$ cat src/hdl/ncrb_pkg.sv
// ncrb_pkg: shared types, constants and helpers of the newton cubic root basin block
// no dependencies; imported by the interfaces and every module of the block
package ncrb_pkg;

	localparam int COL_W = 12;
	localparam int ROW_W = 12;
	localparam int RES_W = 2;
	localparam int MAX_COLUMNS = 4096;
	localparam int MAX_ROWS = 4096;

	localparam int CFG_IDX_W = 3;
	localparam int CFG_DATA_W = 32;
	localparam logic [CFG_IDX_W-1:0] CFG_X_MIN = 3'd0;
	localparam logic [CFG_IDX_W-1:0] CFG_Y_MIN = 3'd1;
	localparam logic [CFG_IDX_W-1:0] CFG_X_STEP = 3'd2;
	localparam logic [CFG_IDX_W-1:0] CFG_Y_STEP = 3'd3;
	localparam logic [CFG_IDX_W-1:0] CFG_MAX_ITER = 3'd4;
	localparam logic [CFG_IDX_W-1:0] CFG_TOL = 3'd5;

	localparam logic signed [31:0] RST_X_MIN = -32'sd536870912;
	localparam logic signed [31:0] RST_Y_MIN = -32'sd536870912;
	localparam logic [30:0] RST_X_STEP = 31'd262144;
	localparam logic [30:0] RST_Y_STEP = 31'd262144;
	localparam logic [15:0] RST_MAX_ITER = 16'd64;
	localparam logic [15:0] RST_TOL = 16'd268;

	localparam logic [RES_W-1:0] RES_NONE = 2'd0;
	localparam logic [RES_W-1:0] RES_ROOT1 = 2'd1;
	localparam logic [RES_W-1:0] RES_ROOT2 = 2'd2;
	localparam logic [RES_W-1:0] RES_ROOT3 = 2'd3;

	localparam logic signed [43:0] Q_ONE = 44'sd268435456;
	localparam logic signed [31:0] ROOT_RE [3] = '{32'sd268435456, -32'sd134217728,
		-32'sd134217728};
	localparam logic signed [31:0] ROOT_IM [3] = '{32'sd0, 32'sd232471923, -32'sd232471923};

	localparam int QUOT_BITS = 36;
	localparam logic [QUOT_BITS:0] QUOT_CAP = {1'b1, {QUOT_BITS{1'b0}}};

	localparam int FIFO_DEPTH = 2;
	localparam int FIFO_AW = $clog2(FIFO_DEPTH);

	localparam logic signed [44:0] Q_MAX_W = 45'sd2147483647;
	localparam logic signed [44:0] Q_MIN_W = -45'sd2147483648;

	typedef struct packed {
		logic signed [31:0] x_min;
		logic signed [31:0] y_min;
		logic [30:0] x_step;
		logic [30:0] y_step;
		logic [15:0] max_iterations;
		logic [15:0] tolerance;
	} ncrb_cfg_t;

	typedef struct packed {
		logic signed [31:0] x0;
		logic signed [31:0] y0;
		logic skip;
	} ncrb_job_t;

	function automatic logic signed [31:0] sat32(input logic signed [44:0] v);
		if (v > Q_MAX_W) return 32'sh7fffffff;
		if (v < Q_MIN_W) return 32'sh80000000;
		return v[31:0];
	endfunction

endpackage

$ cat src/hdl/ncrb_ifs.sv
// ncrb_ifs: valid/ready channels of the block, pixel in and basin result out
// depends on ncrb_pkg for field widths
interface ncrb_pix_if import ncrb_pkg::*; ();
	logic valid;
	logic ready;
	logic [COL_W-1:0] col;
	logic [ROW_W-1:0] row;
	modport source(output valid, col, row, input ready);
	modport sink(input valid, col, row, output ready);
endinterface


$ cat src/hdl/ncrb_front.sv
// ncrb_front: takes pixel beats, maps them to a saturated Q4.28 start point
// depends on ncrb_pkg and ncrb_pix_if
module ncrb_front import ncrb_pkg::*; (
	input  logic clk,
	input  logic arst_n,
	input  ncrb_cfg_t cfg,
	ncrb_pix_if.sink pix,
	output logic job_valid,
	input  logic job_ready,
	output ncrb_job_t job
);
	logic valid_s1;
	ncrb_job_t job_s1;
	logic [42:0] px;
	logic [42:0] py;
	logic signed [44:0] sx;
	logic signed [44:0] sy;

	assign pix.ready = !valid_s1 || job_ready;
	assign job_valid = valid_s1;
	assign job = job_s1;

	always_comb begin
		px = 43'(pix.col) * 43'(cfg.x_step);
		py = 43'(pix.row) * 43'(cfg.y_step);
		sx = 45'(cfg.x_min) + $signed({2'b00, px});
		sy = 45'(cfg.y_min) + $signed({2'b00, py});
	end

	always_ff @(posedge clk or negedge arst_n) begin
		if (!arst_n) begin
			valid_s1 <= 1'b0;
		end else if (pix.valid && pix.ready) begin
			valid_s1 <= 1'b1;
		end else if (job_ready) begin
			valid_s1 <= 1'b0;
		end
	end

	always_ff @(posedge clk) begin
		if (pix.valid && pix.ready) begin
			job_s1.x0 <= sat32(sx);
			job_s1.y0 <= sat32(sy);
			job_s1.skip <= (32'(pix.col) >= MAX_COLUMNS) || (32'(pix.row) >= MAX_ROWS);
		end
	end
endmodule

$ cat src/flat_wrapper.sv
// flat-port wrapper written by rule: the top's interface ports become plain ports
module ncrb_front_flat import ncrb_pkg::*;
  (clk, arst_n, cfg, job_valid, job_ready, job, pix_valid, pix_col, pix_row, pix_ready);
  ncrb_pix_if pix_i ();
  input  logic clk;
  input  logic arst_n;
  input  ncrb_cfg_t cfg;
  output logic job_valid;
  input  logic job_ready;
  output ncrb_job_t job;
  input wire logic [$bits(pix_i.valid)-1:0] pix_valid;
  input wire logic [$bits(pix_i.col)-1:0] pix_col;
  input wire logic [$bits(pix_i.row)-1:0] pix_row;
  output wire logic [$bits(pix_i.ready)-1:0] pix_ready;
  assign pix_i.valid = pix_valid;
  assign pix_i.col = pix_col;
  assign pix_i.row = pix_row;
  assign pix_ready = pix_i.ready;
  ncrb_front u_core (.clk(clk), .arst_n(arst_n), .cfg(cfg), .pix(pix_i), .job_valid(job_valid), .job_ready(job_ready), .job(job));
endmodule
$ cat config.mk
export PLATFORM = sky130hd
export DESIGN_NAME = ncrb_front_flat
export DESIGN_NICKNAME = d
export VERILOG_FILES = /design/src/hdl/ncrb_pkg.sv /design/src/hdl/ncrb_ifs.sv /design/src/hdl/ncrb_front.sv /design/src/flat_wrapper.sv
export SDC_FILE = /design/constraint.sdc
export NUM_CORES = 2
export LEC_CHECK = 0
export BUFFER_PORTS_ARGS = -buffer_cell sky130_fd_sc_hd__buf_2
export CAP_MARGIN = 20
export CORE_ASPECT_RATIO = 1.5
export CORE_MARGIN = 2
export CORE_UTILIZATION = 30
export CTS_BUF_LIST = sky130_fd_sc_hd__clkbuf_4 sky130_fd_sc_hd__clkbuf_8 sky130_fd_sc_hd__clkbuf_16
export CTS_CLUSTER_SIZE = 24
export DETAILED_ROUTE_END_ITERATION = 12
export PLACE_DENSITY = 0.55
export SLEW_MARGIN = 20
export SYNTH_ARGS = -nofsm -noshare
export SYNTH_HDL_FRONTEND = slang
export SYNTH_SLANG_ARGS = --single-unit
$ cat constraint.sdc
create_clock -name clk -period 3.55 [get_ports clk]
set_input_delay 0.355 -clock clk [delete_from_list [all_inputs] [get_ports clk]]
set_output_delay 0.355 -clock clk [all_outputs]
set_load 0.05 [all_outputs]
# [After elaboration in Yosys (flattened, before gate mapping)]
# Index checks and enable logic that the tools add are counted.
[op_classes] reduce_logical=4 addsub=2 eq_ne=0 mul=2 mux=20 div=0 shift=0 n_bitwise=0 magnitude_cmp=4
[ops] cell="32-bit 2-to-1 mux" count=8
[ops] cell="32-bit by 44-bit adder with 45-bit output" count=2
[ops] cell="45-bit by 32-bit > comparator with 1-bit output, second input constant" count=2
[ops] cell="45-bit by 32-bit < comparator with 1-bit output, second input constant" count=2
[ops] cell="12-bit by 31-bit multiplier with 43-bit output" count=2
[ops] cell="1-bit 2-to-1 mux" count=12
[ops] cell="2-bit nonzero test" count=1
[ops] cell="1-bit logical AND" count=1
[ops] cell="1-bit zero test" count=1
[ops] cell="1-bit logical OR" count=1
[totals] latchBits=0 memories=0 elab_cells=35 mem_bits_rw=0 input_bits=186 rom_bits=0 ff_bits=65 output_inout_bits=67

# [Depth between registers and ports, before layout]
[logic_depth] word_depth=9 mapped_depth=38 depth_no_buf=35

# [Worst setup path before layout]
# OpenSTA, ideal clock, no wires.
[synth_path] path_type="input -> register" start="input pix_row[6]" end="register u_core.job_s1, in the netlist u_core.job[28], data pin" path_stages=34 t_required_ns=3.405 t_arrival_ns=8.700 setup_time_ns=0.145 path_buffers=3 setup_slack_ns=-5.294 cell_sequence="clkbuf_1 > nand2_1 > fa_1 > inv_1 > fa_1 > fa_1 > fa_1 > inv_1 > fa_1 > inv_1 > ha_1 > a21o_1 > a21o_1 > a21o_1 > a221oi_1 > o221ai_1 > o41ai_1 > nor2_1 > nor2_1 > o21ai_0 > xor2_1 > ha_1 > clkbuf_1 > nand3_1 > or3_4 > a211oi_2 > o31ai_1 > a32oi_2 > xnor2_1 > or4_1 > nor4b_1 > a41oi_1 > buf_2 > o21ai_1"
[synth_via] elab_chain_cells=8
[synth_rtl] element="from (decl)" line_no="flat_wrapper.sv:13" source="input wire logic [$bits(pix_i.row)-1:0] pix_row;"
[synth_rtl] element="12-bit by 31-bit multiplier with 43-bit output *" line_no="ncrb_front.sv:25" source="py = 43'(pix.row) * 43'(cfg.y_step);"
[synth_rtl] element="32-bit by 44-bit adder with 45-bit output *" line_no="ncrb_front.sv:27" source="sy = 45'(cfg.y_min) + $signed({2'b00, py});"
[synth_rtl] element="45-bit by 32-bit < comparator with 1-bit output" line_no="ncrb_pkg.sv:63" source="if (v < Q_MIN_W) return 32'sh80000000;"
[synth_rtl] element="1-bit 2-to-1 mux (2 in series)" line_no="ncrb_pkg.sv:63"
[synth_rtl] element="1-bit 2-to-1 mux" line_no="ncrb_front.sv:41" source="if (pix.valid && pix.ready) begin"
[synth_rtl] element="32-bit 2-to-1 mux" line_no="ncrb_pkg.sv:64" source="return v[31:0];"
[synth_rtl] element="32-bit 2-to-1 mux *" line_no="ncrb_pkg.sv:63"
[synth_rtl] element="to (decl)" line_no="ncrb_front.sv:13" source="ncrb_job_t job_s1;"
# Mark *: on every way between the ends. The rest lies on a longest branch, timed or not. The select of a mux whose other input is x is not followed.
# A chain may end at the register's enable or synchronous reset.

# [Worst setup path after layout]
[layout_path] start="input pix_row[5]" end="register u_core.job_s1, in the netlist u_core.job[30], data pin"
# Same word-level chain as after synthesis.

==> run summary <==
slew margin rel. = 60.4%
gr ovfl total = 0
total nets after synthesis = 4,645
DR iter-0 viols = 987
Starting Density = 30.3%
pin count of the biggest net entering global routing = 42
fmax = 119 MHz
Clock Tree Buf Depth = 2
failing checks = setup timing
initial antenna violation count = 12
Crit-path slowest cell = fa_1
largest stage delay on the critical path = 0.59 ns
Mean Syn Cell Area = 8.33 µm²
die width = 263 µm
r2r startpoint = u_core.job_valid
final worst slack = -4.82 ns
Worst Hold Class = in2reg
drt pass-1 iters = 5
# port buffers = 219
Final Hold Slack = 0.233 ns
Yosys top cell area share = 38.6%
CTS H-tree depth = 3
via count = 27,600
number of remaining DRC errors = 0
DP Wirelength = 84.8 mm
CTS tree = done
worst-skew pair later-pin latency = 0.34 ns
worst setup path start = pix_row[5]
Root Buffer = clkbuf_16
post-synthesis register bit count = 65
WP data arrival = 8.56 ns
# IOs = 253
CTS sink cnt = 65
RePlAce Congestion = 0.917
full die area = 103,000 µm²
most common cell in the netlist = inv_1
max-slew violations = 0
row cnt = 142
Worst EP required = 3.74 ns
Mapped Cells = 3,625
CORE AREA = 99,900 µm²
sequential area share after synthesis = 6.44%
Max-Cap Viols = 0
worst reg-to-reg setup slack = 2.03 ns
Final period util = 236%
number of routed nets with antenna violations = 0
Yosys warnings = 0
drt via density = 4.73
final setup vio count = 64
Total GRT Usage = 18.7%
status = complete, but fails checks
Hold Fails Final Rpt = 0
top cells by count, synth = inv_1, nand2_1, fa_1
number of synthesized flops with an enable pin = 64
Clock transition at path regs = 0.06 ns
dominant cells by area after synthesis = fa_1, ha_1, inv_1, nand2_1, edfxtp_1
area grow syn2layout = 35.4%
worst-path fanout max = 15
Main synth FF type = edfxtp_1
Yosys cell types = 79
worst-margin pin slew = 0.588 ns
FF-to-FF path depth = 3
global-route wire length before repair = 154 mm
Die Span Y = 393 µm
ys async rst share = 1.54%
RSZ-0062 raised after global routing = true
endpoint class of the critical path = flip-flop
worst r2r dst = u_core.job[17]
Worst Setup Start Kind = input port
Post-Route WL = 97.3 mm
pre-CTS WS = -5.69 ns
final clock skew = 0.0124 ns
clock period minus worst slack = 8.37 ns
Avg WL per Cell = 16.7 µm
most used cell, CP = fa_1
nets = 5,534
Worst Setup EP = u_core.job[30]
vias in the first global route = 29,900
Synth area leader = fa_1
cell area after synthesis = 30,200 µm²
layout cells sized above 1 = 28.7%
TritonCTS Buffers = 9
# fillers = 10,100
CP Class = in2reg
==> stage by stage <==
| stage | cell area (µm²) | std cells | setup TNS [ns] | utilization [%] |
|---|---|---|---|---|
| 4_1_cts | 40100 | 5791 | -304.38 | 40.2 |
| 5_1_grt | 40900 | 5818 | -325.37 | 41.0 |
| 3_5_place_dp | 38800 | 5743 | -349.52 | 38.8 |
| 3_3_place_gp | 38800 | 5743 | -349.78 | 38.8 |
| 6_report | 40900 | 5819 | -301.90 | 41.0 |
| 2_1_floorplan | 30900 | 3625 | -289.73 | - |
==> metal layers <==
metal  vias to the layer above  part of all wire (%)  global-route usage [%]
met5                         -                 0.026                       0
met4                         4                   4.8                    8.16
met3                       190                   2.4                    1.14
met2                       538                    58                    39.0
met1                     13800                    35                    18.7
li1                      13000                     -                       -
==> critical path, delay by kind of cell <==
family / cells / cell delay, ns
AND/OR/NAND/NOR: 8 / 1.53
adder cells (fa/ha/maj): 7 / 3.06
XOR/XNOR: 2 / 0.29
AO/OA/AOI/OAI: 11 / 2.34
buffers and inverters: 8 / 0.97
==> cell type report <==
type	instances	area, µm²	area share (%)
multi-input combinational	2659	26200	63.9
timing repair buffer	1054	8160	19.9
inverter	725	2720	6.65
sequential	65	1950	4.76
tap	1296	1620	3.96
clock buffer	9	225	0.550
clock inverter	7	67.6	0.165
antenna	4	10.0	0.0245
==> cells in the final DEF (no fill, tap or decap), drive strengths merged, types with 29 or more instances in the layout <==
| cell type | n |
|---|---|
| edfxtp | 64 |
| xor2 | 52 |
| nor2 | 89 |
| fa | 582 |
| buf | 1042 |
| xnor2 | 97 |
| a21o | 95 |
| o21ai | 118 |
| nand3 | 29 |
| nand2 | 647 |
| ha | 252 |
| a21oi | 156 |
| nand2b | 33 |
| inv | 727 |
| and2 | 209 |
==> sequential cells by signal (all words and copies together) (netlist names) <==
signal,cells
u_core.job,64
u_core.job_valid,1
==> cells by family after synthesis <==
logic type               Yosys count  synth area share, %
multiplexers                       4                0.141
AO/OA/AOI/OAI                    544                 11.6
AND/OR/NAND/NOR                 1127                 17.2
other                              1               0.0124
adder cells (fa/ha/maj)          834                 49.0
flip-flops                        65                 6.44
buffers and inverters            901                 11.3
XOR/XNOR                         149                 4.32
==> how the worst min path moves through the flow <==
stage	slack, ns	cells past startpoint	endpoint	startpoint
after global routing	0.24	2	u_core.job_valid	pix_valid
after global placement	0.13	1	u_core.job_valid	arst_n
after detailed placement	0.13	1	u_core.job_valid	arst_n
final	0.23	2	u_core.job_valid	pix_valid
after CTS	0.22	2	u_core.job_valid	pix_valid
after floorplan	0.06	0	u_core.job_valid	arst_n
==> what timing repair did <==
item | CTS | global route
hold endpoints to repair | 1 | 0
endpoints found under the setup margin | 64 | 64
gates resized for setup | 184 | 112
hold buffers | 1 | 0
pin swaps | 56 | 57
buffers inserted | 28 | 22
cloned | 6 | 8
Power is left out: the tool's default activity adds up to more than one toggle a clock period on the data nets, which glitch-free logic cannot reach.
