--- config.mk ---
export PLATFORM = sky130hd
export DESIGN_NAME = ncrb_fifo
export DESIGN_NICKNAME = d
export VERILOG_FILES = /design/src/hdl/ncrb_pkg.sv /design/src/hdl/ncrb_fifo.sv
export SDC_FILE = /design/constraint.sdc
export NUM_CORES = 1
export LEC_CHECK = 0
export BUFFER_PORTS_ARGS = -buffer_cell sky130_fd_sc_hd__buf_2
export CORE_ASPECT_RATIO = 0.9
export CORE_MARGIN = 2
export CORE_UTILIZATION = 35
export DETAILED_ROUTE_END_ITERATION = 12
export SYNTH_ARGS = -nofsm -noshare
export SYNTH_HDL_FRONTEND = slang
export SYNTH_SLANG_ARGS = --single-unit
--- constraint.sdc ---
create_clock -name clk -period 7.75 [get_ports clk]
set_input_delay 1.1625 -clock clk [delete_from_list [all_inputs] [get_ports clk]]
set_output_delay 1.1625 -clock clk [all_outputs]
set_load 0.01 [all_outputs]
--- src/hdl/ncrb_pkg.sv ---
// ncrb_pkg: shared types, constants and helpers of the newton cubic root basin block
// no dependencies; imported by the interfaces and every module of the block
package ncrb_pkg;

	localparam int COL_W = 12;
	localparam int ROW_W = 12;
	localparam int RES_W = 2;
	localparam int MAX_COLUMNS = 4096;
	localparam int MAX_ROWS = 4096;

	localparam int CFG_IDX_W = 3;
	localparam int CFG_DATA_W = 32;
	localparam logic [CFG_IDX_W-1:0] CFG_X_MIN = 3'd0;
	localparam logic [CFG_IDX_W-1:0] CFG_Y_MIN = 3'd1;
	localparam logic [CFG_IDX_W-1:0] CFG_X_STEP = 3'd2;
	localparam logic [CFG_IDX_W-1:0] CFG_Y_STEP = 3'd3;
	localparam logic [CFG_IDX_W-1:0] CFG_MAX_ITER = 3'd4;
	localparam logic [CFG_IDX_W-1:0] CFG_TOL = 3'd5;

	localparam logic signed [31:0] RST_X_MIN = -32'sd536870912;
	localparam logic signed [31:0] RST_Y_MIN = -32'sd536870912;
	localparam logic [30:0] RST_X_STEP = 31'd262144;
	localparam logic [30:0] RST_Y_STEP = 31'd262144;
	localparam logic [15:0] RST_MAX_ITER = 16'd64;
	localparam logic [15:0] RST_TOL = 16'd268;

	localparam logic [RES_W-1:0] RES_NONE = 2'd0;
	localparam logic [RES_W-1:0] RES_ROOT1 = 2'd1;
	localparam logic [RES_W-1:0] RES_ROOT2 = 2'd2;
	localparam logic [RES_W-1:0] RES_ROOT3 = 2'd3;

	localparam logic signed [43:0] Q_ONE = 44'sd268435456;
	localparam logic signed [31:0] ROOT_RE [3] = '{32'sd268435456, -32'sd134217728,
		-32'sd134217728};
	localparam logic signed [31:0] ROOT_IM [3] = '{32'sd0, 32'sd232471923, -32'sd232471923};

	localparam int QUOT_BITS = 36;
	localparam logic [QUOT_BITS:0] QUOT_CAP = {1'b1, {QUOT_BITS{1'b0}}};

	localparam int FIFO_DEPTH = 2;
	localparam int FIFO_AW = $clog2(FIFO_DEPTH);

	localparam logic signed [44:0] Q_MAX_W = 45'sd2147483647;
	localparam logic signed [44:0] Q_MIN_W = -45'sd2147483648;

	typedef struct packed {
		logic signed [31:0] x_min;
		logic signed [31:0] y_min;
		logic [30:0] x_step;
		logic [30:0] y_step;
		logic [15:0] max_iterations;
		logic [15:0] tolerance;
	} ncrb_cfg_t;

	typedef struct packed {
		logic signed [31:0] x0;
		logic signed [31:0] y0;
		logic skip;
	} ncrb_job_t;

	function automatic logic signed [31:0] sat32(input logic signed [44:0] v);
		if (v > Q_MAX_W) return 32'sh7fffffff;
		if (v < Q_MIN_W) return 32'sh80000000;
		return v[31:0];
	endfunction

endpackage

--- src/hdl/ncrb_fifo.sv ---
// ncrb_fifo: short job queue between the front end and the newton engine
// depends on ncrb_pkg for the job type and depth
module ncrb_fifo import ncrb_pkg::*; (
	input  logic clk,
	input  logic arst_n,
	input  logic push_valid,
	output logic push_ready,
	input  ncrb_job_t push_data,
	output logic pop_valid,
	input  logic pop_ready,
	output ncrb_job_t pop_data
);
	ncrb_job_t mem_q [FIFO_DEPTH];
	logic [FIFO_AW-1:0] wr_ptr_q;
	logic [FIFO_AW-1:0] rd_ptr_q;
	logic [FIFO_AW:0] cnt_q;
	logic push;
	logic pop;

	assign push_ready = cnt_q != (FIFO_AW+1)'(FIFO_DEPTH);
	assign pop_valid = cnt_q != '0;
	assign pop_data = mem_q[rd_ptr_q];
	assign push = push_valid && push_ready;
	assign pop = pop_valid && pop_ready;

	always_ff @(posedge clk or negedge arst_n) begin
		if (!arst_n) begin
			wr_ptr_q <= '0;
			rd_ptr_q <= '0;
			cnt_q <= '0;
		end else begin
			if (push) wr_ptr_q <= wr_ptr_q + 1'b1;
			if (pop) rd_ptr_q <= rd_ptr_q + 1'b1;
			if (push && !pop) cnt_q <= cnt_q + 1'b1;
			else if (pop && !push) cnt_q <= cnt_q - 1'b1;
		end
	end

	always_ff @(posedge clk) begin
		if (push) mem_q[wr_ptr_q] <= push_data;
	end
endmodule

* After elaboration in Yosys (flattened, before gate mapping)
Memories as Yosys holds them, arrays and structs flattened.
Index checks and enable logic that the tools add are counted.
** Word-level totals
- Register bits after elaboration :: 4
- Memory bits (writable) :: 130
- Input bits :: 69
- Output and inout port bits :: 67
- Logic and storage cells :: 21
- Memories :: 1
** Memories
- mem_q :: words 2, width 65, read ports 1, clocked after memory_dff 0, write ports 1, line ncrb_fifo.sv:13 : ncrb_job_t mem_q [FIFO_DEPTH];
** Cells by class
- $add $sub $neg :: 4
- Equal/unequal tests :: 1
- Mux-type cells :: 4
- Reduce and logical (&&, ||, !) cells :: 8
** Operators with widths (number)
- $logic_and 1x1->1 :: 4
- $mux 2 :: 2
- $reduce_bool 2->1 :: 2
- $add 1x1->1 const B :: 2
- $add 2x1->2 const B :: 1
- $logic_not 1->1 :: 2
- $mux 1 :: 2
- $ne 2x2->1 const B :: 1
- $sub 2x1->2 const B :: 1

* Logic depth before layout (Yosys ltp)
Gate-level depths: netlist of run 1.
- Depth in word-level cells :: 6
- Depth in mapped cells :: 7
- Depth with buffers taken out :: 7

* Least setup slack after synthesis of run 1
No wires, ideal clock.
- Path kind :: input to register
- From :: input port push_valid
- To :: memory mem_q[0][0] (netlist bit), enable pin
- Library setup time :: 0.488 ns
- Data arrival time :: 3.971 ns
- Data required time :: 7.262 ns
- Path slack :: 3.291 ns
- Stages :: 2
- Path buffers :: 0
- Cells stage by stage :: nand2_1 > nor2_1
** Between the ends
- Longest elaborated chain between the ends :: 3
** Ends and longest elaborated chain
- start, declared :: line ncrb_fifo.sv:6 : input logic push_valid,
- $logic_and 1x1->1 :: line ncrb_fifo.sv:23 : assign push = push_valid && push_ready;
- $mux 1 :: line ncrb_fifo.sv:40 : if (push) mem_q[wr_ptr_q] <= push_data;
- $mux 1 (implied by the code) :: line ncrb_fifo.sv:40
- end, declared :: line ncrb_fifo.sv:13
Every way passes these cells.

==> results of run 1 <==
## synth_stat cells
master	count	area, um^2
or2_2	1	6.26
buf_6	5	56.3
mux2_2	25	282
nand2b_1	1	6.26
nor2_1	2	7.51
and3_1	1	6.26
ha_1	1	12.5
dfrtp_1	4	100
mux2_4	40	601
nand2_1	2	7.51
edfxtp_1	130	3900
inv_1	1	3.75
buf_2	2	10.0
xnor2_1	3	26.3
xor2_1	2	17.5
## metrics by stage
stage | setup slack (ps) | instances | util, %
final | 4360 | 572 | 45.7
after global routing | 4250 | 572 | 45.7
after CTS | 4300 | 572 | 45.7
after detailed placement | 4680 | 542 | 42.1
after global placement | 4710 | 542 | 42.1
after floorplan | 3290 | 220 | -
## per-layer routing
metal  GRT usage [%]  vias to the layer above
met1            14.3                     1220
li1                -                     1163
met2            18.3                       84
met5               0                        -
met4            4.79                        2
met3            5.68                       11
## final timing paths
path	depth (start not counted)	to	slack, ps	startpoint
max	2	pop_data[40]	4360	rd_ptr_q
min	1	cnt_q[1]	500	cnt_q[1]
max reg2reg	4	mem_q[0][49]	5400	cnt_q[0]
min reg2reg	1	cnt_q[1]	500	cnt_q[1]
max in group asynchronous	1	rd_ptr_q	7050	arst_n
min in group asynchronous	1	cnt_q[1]	560	arst_n
## worst register-to-register path: stages, from the launching register on
cell	delay, ps
dfrtp_1	400
nand2b_1	170
nand2_1	140
nor2_4	650
buf_4	600
## state kept, by name, summed over array words and instances (netlist names)
signal and flops:
mem_q 130, cnt_q 2, rd_ptr_q 1, wr_ptr_q 1
## power by group through the flow
stage                     logic (W)  clock network, W  registers, W
final                      0.000659          0.000695       0.00112
after CTS                  0.000674          0.000717       0.00113
after floorplan            0.000528                 0       0.00105
after detailed placement   0.000672                 0       0.00114
after global placement     0.000669                 0       0.00113
after global routing       0.000712          0.000755       0.00115
## cell type report
type	count	area, um^2	area share (%)
sequential	134	4010	62.4
multi-input combinational	78	985	15.3
timing repair buffer	136	683	10.6
clock buffer	23	448	6.97
tap	193	241	3.76
clock inverter	7	57.6	0.896
inverter	1	3.75	0.0584
## logic make-up (layout without fill, tap and decap cells)
logic type               count (synthesis)  count (layout)  synth area share [%]
flip-flops                             134             134                  79.3
multiplexers                            65              65                  17.5
buffers and inverters                    8             167                  1.39
AND/OR/NAND/NOR                          7               7                 0.670
XOR/XNOR                                 5               5                 0.868
adder cells (fa/ha/maj)                  1               1                 0.248
==> metrics.md, run 1 <==
| Metric | Value |
|---|---|
| Status | completed |
| Max-cap violations | 0 |
| Syn avg cell area | 22.9 um^2 |
| Startpoint types | flop |
| Design area | ~6400 um^2 |
| Hold Path Class | reg2reg |
| DP HPWL | approximately 5.4 mm |
| Clk network pwr share | 28.1% |
| Setup TNS | 0 ps |
| Sequential power share | between 40% and 50% |
| Commonest non-fill, non-tap cell in the layout | buf_2 |
| Power density cells | slightly below 400 nW/um^2 |
| Die ar. | ~15000 um^2 |
| Gr usage total | 11.9% |
| RSZ-0062 raised after global routing | no |
| Chip Width | about 130 um |
| Per-cell routed wire length | approximately 15 um |
| Most frequent cells in the layout | buf_2, edfxtp_1, mux2_4 |
| Switching part of the total | 27.7% |
| Largest net degree at the start of global routing | 67 |
| Worst hold slack | ~500 ps |
| Pre-antenna DRT Iters | 4 |
| Die height | about 120 um |
| Syn Std Cell Area | a little over 5000 um^2 |
| H-tree depth | 4 |
| Post-CTS Hold Fix Bufs | 0 |
| GPL Wtd Cong | ~0.65 |
| Post-CTS Resized | 0 |
| Clock Path Buffers | 2 |
| Post-DRT Antenna Nets | 0 |
| Share of cells above drive strength 1 | between 50% and 60% |
| Clock slew at reported path FFs | around 50 ps |
| Flops & latches, synth | ~130 |
| Logic pwr share | a little over a quarter |
| DRT Wirelength | about 9 mm |
| YS warnings | 0 |
| Worst Path Arrival | 2230 ps |
| Vias | between 2000 and 2500 |
| Sw Pwr | between 0.0006 and 0.0007 W |
| Crit path time final | approximately 3400 ps |
| Vias per cell | 4.34 |
| Worst slew pin tran | roughly 1200 ps |
| Netlist cell types | 15 |
| Insertion delay to the later sink of the worst-skew pair | slightly above 400 ps |
| Seq/Total Area, Yosys | between 70% and 80% |
| CTS tree | yes |
| Met3 wire length | about 580 um |
| Slowest cell delay on critical path | around 1100 ps |
| Core Area | 14100 um^2 |
| Peak supply drop | 0.000396 V |
| WL met2 | 4.27 mm |
| CTS root buffer | clkbuf_16 |
| # clock sinks | between 100 and 150 |
| Critical-path cell list | mux2_2, buf_2 |
| Placed cell areas | between 5000 and 6000 um^2 |
| Critical path's top delay family | flip-flops |
| Setup repair bufs after CTS | 0 |
| Post-Syn Instances | 220 |
| Initial core utilization | roughly 36% |
| Total power | 0.00248 W |
| Post-route DRC violation count | 0 |
| Internal power | ~0.0018 W |
| M1 wire length | 3.78 mm |
| Final number of setup-violating endpoints | 0 |
| Leak Pwr | about 2.5 nW |
| Antenna cell count | 0 |
| Crit Path Category | reg2out |
| # fillers | approximately 1300 |
| Vias in the first global route | between 2000 and 3000 |
| Relative slew slack | 22.3% |
| Top layer reached by signal wires | met5 |
| Fin. Hold Viols | 0 |
| Number of core rows | slightly above 40 |
| Fin. max-slew vios | 0 |
| Area delta synth->final | 27.3% |
| GRT overflow | 0 |
| Slowest CP cell | dfrtp_4 |
| Worst-path fanout max | 66 |
| Tcrit/Tclk final | 43.7% |
| Clock Skew | approximately 8.5 ps |
| Max frequency | around 300 MHz |
| Port buffer count | 135 |
| Layout Nets | about 440 |
| Drt initial violations | between 100 and 150 |
| Initial antenna violation count | 1 |
| I/O Pins | 136 |
| CP Capture Type | primary output |
| First-pass GRT wire length | about 13 mm |
| Num CTS Buffers | 17 |
| Buffers & Inverters on Critical Path | 1 |
| Net Count, Synth | 290 |
| CP required | roughly 6600 ps |
(Power assumes the default switching activity.)
==> run 2, diff against run 1 <==
Clock period 7.75 ns to 2.9 ns, I/O delays scaled along.
==> metrics.md, run 2 (synthesis results as in run 1) <==
| Metric | Value |
|---|---|
| R2r worst-path depth | 2 |
| Relative slew slack | around 37% |
| # clock sinks | 134 |
| Slowest cell delay on critical path | around 680 ps |
| Die height | around 120 um |
| Post-route DRC violation count | 0 |
| Num CTS Buffers | 17 |
| Clock Path Buffers | 2 |
| Tcrit/Tclk final | between 80 and 90% |
| Worst hold slack | roughly 210 ps |
| Chip Width | 131 um |
| Crit path time final | between 2000 and 2500 ps |
| CTS tree | yes |
| GRT overflow | 0 |
| M1 GR Usage | approximately 14% |
| Critical-path cell list | buf_4, mux2_2, buf_2 |
| Insertion delay to the later sink of the worst-skew pair | just over 400 ps |
| Max-cap violations | 0 |
| R2r setup slk | between 1000 and 1500 ps |
| Worst slew pin tran | 950 ps |
| Max frequency | 416 MHz |
| Global routing usage on met2 | 18.3% |
| Power density cells | 1030 nW/um^2 |
| Most frequent cells in the layout | buf_2, edfxtp_1, mux2_4 |
| Worst-path fanout max | 26 |
| Initial antenna violation count | 0 |
| Commonest non-fill, non-tap cell in the layout | buf_2 |
| Area delta synth->final | 28.5% |
| Core Util, Final | a little under half |
| Final number of setup-violating endpoints | 0 |
| Hold path depth | 1 |
| Setup TNS | 0 ps |
| Buffers & Inverters on Critical Path | 2 |
| CP Capture Type | primary output |
| Critical Path Start | rd_ptr_q |
| Sw Pwr | 0.00187 W |
| Max reg flops | between 100 and 150 |
| DP Cell Count | roughly 550 |
| Pre-antenna DRT Iters | 4 |
| Critical Path End | pop_data[51] |
| Hold Path Class | in2reg |
| Clk network pwr share | approximately 28% |
| Non-filler cells, final | approximately 580 |
| Antenna cell count | 0 |
| Initial core utilization | a little over a third |
| Reg2reg start | cnt_q[0] |
| Per-cell routed wire length | ~15 um |
| First-pass GRT wire length | roughly 13 mm |
| Die ar. | approximately 15000 um^2 |
| Crit Path Category | reg2out |
| Post-DRT Antenna Nets | 0 |
| GPL Wtd Cong | 0.634 |
| CP required | roughly 2500 ps |
| DP HPWL | ~5.5 mm |
| Switching part of the total | about 28% |
| Fin. max-slew vios | 0 |
| Logic pwr share | between 20% and 30% |
| Fin. Hold Viols | 0 |
| Crit path depth | 3 |
| RSZ-0062 raised after global routing | no |
| Clock slew at reported path FFs | approximately 60 ps |
| Setup repair bufs after CTS | 0 |
| GR peak layer | met2 |
| Layout Nets | roughly 440 |
| Slowest CP cell | dfrtp_4 |
| Leak Pwr | roughly 2.5 nW |
| Biggest regs | mem_q (130), cnt_q (2) |
| Largest net degree at the start of global routing | 66 |
| HP Start | push_data[29] |
| Status | completed |
| I/O Pins | between 100 and 150 |
| Critical path's top delay family | flip-flops |
| DRT Wirelength | 8.65 mm |
| Vias in the first global route | roughly 2600 |
| Port buffer count | around 140 |
| Gr usage total | a little under an eighth |
| Drt initial violations | 162 |
| # fillers | 1295 |
| Largest Register | mem_q |
| Peak supply drop | between 0.0005 and 0.0006 V |
| Met3 usage | roughly 6.7% |
| Vias per cell | roughly 4.3 |
| Startpoint types | flop |
| H-tree depth | 4 |
| Vias | around 2500 |
| Sequential power share | 42.8% |
| Post-CTS Resized | 0 |
| Share of cells above drive strength 1 | between 60% and 70% |
| Clock Skew | roughly 11 ps |
| Internal power | roughly 0.0048 W |
| Worst flop-to-flop path endpoint | mem_q[1][33] |
| Worst Path Arrival | just under 2000 ps |
| CTS root buffer | clkbuf_16 |
| Core Area | 14100 um^2 |
| Number of core rows | 41 |
| Total power | 0.00666 W |
## run 2: cell types whose count changed in the layout (fill, tap and decap cells not counted), sizes merged
cell         previous run  this run
clkbuf                 23        18
dlygate4sd3             0         1
buf                   136       139
clkinv                  6         8
clkinvlp                0         3
## run 2: power by group through the flow
stage | Clock, W | Sequential [W] | Combinational (W)
CTS | 0.00194 | 0.00286 | 0.00198
floorplan | 0 | 0.00279 | 0.00141
global route | 0.00202 | 0.00290 | 0.00209
finish | 0.00188 | 0.00285 | 0.00193
global placement | 0 | 0.00288 | 0.00197
detailed placement | 0 | 0.00290 | 0.00198
## run 2: worst min-delay path by stage
stage               slack [ps]      endpoint
floorplan                  140      cnt_q[0]
finish                     210  mem_q[1][29]
global placement           250      wr_ptr_q
CTS                        190  mem_q[1][29]
global route               180  mem_q[1][25]
detailed placement         250      wr_ptr_q
## run 2: area by class of cell
class,count,area (um^2),area share (%)
clock buffers,18,429,6.62
multi-input cells,78,985,15.2
inverters,1,3.75,0.0579
well taps,193,241,3.72
clock inverters,12,90.1,1.39
repair buffers,140,728,11.2
flip-flops and latches,134,4010,61.8
## run 2: timing repair
| action | 4_1_cts | 5_1_grt |
|---|---|---|
| hold buffers | 1 | 0 |
| endpoints found under the setup margin | 0 | 0 |
| hold endpoints to repair | 4 | 0 |
## run 2: metal layers
metal  part of all wire [%]  wire length (um)
met1                     43              3740
met3                    7.5               653
met4                   0.86                74
met5                      0                 0
met2                     48              4190
## run 2: through the flow
stage	setup WS, ps	cell area (um^2)
2_1_floorplan	81.4	5050
3_3_place_gp	913	5960
3_5_place_dp	895	5960
4_1_cts	445	6480
5_1_grt	391	6480
6_report	497	6480
==> run 3, diff against run 2 <==
Clock period 2.9 ns to 2.3 ns, I/O delays scaled along.
==> metrics.md, run 3 (synthesis results as in run 1) <==
| Metric | Value |
|---|---|
| Max frequency | 480 MHz |
| Critical path's top delay family | flip-flops |
| Vias per cell | 4.33 |
| Post-route DRC violation count | 0 |
| Min setup slack post-route | 219 ps |
| DRT Wirelength | ~8.8 mm |
| Placed cell areas | approximately 6000 um^2 |
| Setup repair bufs after CTS | 0 |
| Worst Path Arrival | 1740 ps |
| Initial core utilization | a little over a third |
| Post-CTS Hold Fix Bufs | 1 |
| Critical Path Start | rd_ptr_q |
| Initial antenna violation count | 0 |
| Peak supply drop | between 0.0009 and 0.001 V |
| Largest net degree at the start of global routing | approximately 50 |
| Slowest cell delay on critical path | around 520 ps |
| Largest Register | mem_q |
| Relative slew slack | between 70% and 80% |
| Biggest regs | mem_q (130), cnt_q (2) |
| Per-cell routed wire length | 15.1 um |
| Setup TNS | 0 ps |
| Status | completed |
| Number of core rows | between 40 and 50 |
| Chip Width | 131 um |
| Die height | roughly 120 um |
| Hold Path Class | in2reg |
| Insertion delay to the later sink of the worst-skew pair | ~400 ps |
| Most frequent cells in the layout | buf_2, edfxtp_1, mux2_4 |
| Critical-path cell list | buf_12, mux2_2, buf_2 |
| First-pass GRT wire length | 13.7 mm |
| Slowest CP cell | dfrtp_4 |
| RSZ-0062 raised after global routing | no |
| CP Capture Type | primary output |
| Worst slew pin tran | roughly 340 ps |
| Worst-path fanout max | 32 |
| Layout Nets | approximately 440 |
| Power density cells | approximately 1400 nW/um^2 |
| # clock sinks | ~130 |
| Final number of setup-violating endpoints | 0 |
| Area delta synth->final | 32.4% |
| Share of cells above drive strength 1 | between 60% and 70% |
| CP required | between 1500 and 2000 ps |
| Max-cap violations | 0 |
| Drt initial violations | 92 |
| Clock Skew | 6.56 ps |
| DP HPWL | ~5.7 mm |
| Tcrit/Tclk final | 90.5% |
| Num CTS Buffers | 17 |
| Reg2reg start | cnt_q[0] |
| Buffers & Inverters on Critical Path | 2 |
| Clock Path Buffers | 2 |
| CTS tree | yes |
| Startpoint types | flop |
| Gr usage total | between 10% and 20% |
| Port buffer count | 135 |
| H-tree depth | 4 |
| GRT overflow | 0 |
| Total power | 0.00908 W |
| Fin. max-slew vios | 0 |
| HP Start | push_data[26] |
| Leak Pwr | around 2.6 nW |
| Crit Path Category | reg2out |
| Die ar. | ~15000 um^2 |
| Clock slew at reported path FFs | 60 ps |
| I/O Pins | 136 |
| Vias in the first global route | ~2700 |
| Commonest non-fill, non-tap cell in the layout | buf_2 |
| Fin. Hold Viols | 0 |
| Vias | between 2000 and 3000 |
| Design area | ~6700 um^2 |
| Post-DRT Antenna Nets | 0 |
| Post-CTS Resized | 0 |
| Pre-antenna DRT Iters | 4 |
| Max reg flops | 130 |
| CTS root buffer | clkbuf_16 |
| Pre-CTS WS | 623 ps |
| Crit path time final | approximately 2100 ps |
| GPL Wtd Cong | 0.668 |
| Core Area | 14100 um^2 |
-- run 3: per-stage QoR --
| step | hold slack [ps] | cells | util, % |
|---|---|---|---|
| 2_1_floorplan | 49.4 | 220 | - |
| 3_3_place_gp | 160 | 547 | 42.7 |
| 3_5_place_dp | 161 | 547 | 42.7 |
| 4_1_cts | 97.6 | 580 | 47.5 |
| 5_1_grt | 94.6 | 580 | 47.5 |
| 6_report | 124 | 581 | 47.5 |
-- run 3: metal layers --
| metal | GRT usage (%) | wire length (um) | vias to the layer above | part of all wire [%] |
|---|---|---|---|---|
| li1 | - | - | 1176 | - |
| met1 | 13.3 | 3380 | 1236 | 39 |
| met2 | 19.9 | 4530 | 92 | 52 |
| met3 | 6.00 | 758 | 9 | 8.7 |
| met4 | 4.59 | 93 | 0 | 1.1 |
| met5 | 0 | 0 | - | 0 |
-- run 3: path summary, 6_finish.rpt --
kind	depth (start not counted)	to	slack (ps)
max reg2reg	3	mem_q[1][21]	640
min reg2reg	1	cnt_q[1]	490
max in group asynchronous	2	rd_ptr_q	1860
min in group asynchronous	2	wr_ptr_q	300
max	3	pop_data[51]	220
min	1	mem_q[0][26]	120
-- run 3: area by class of cell --
class / instances / area, um^2
fill: 1257 / 7380
sequential: 134 / 4010
multi-input combinational: 78 / 985
timing repair buffer: 142 / 781
clock buffer: 17 / 425
tap: 193 / 241
clock inverter: 15 / 234
inverter: 1 / 3.75
antenna: 1 / 2.50
-- run 3: report_power, final --
group / leakage [nW] / internal (W) / switching [W]
Sequential: 1.25 / 0.00335 / 0.000177
Combinational: 1.06 / 0.00132 / 0.00126
Clock: 0.315 / 0.00202 / 0.000965
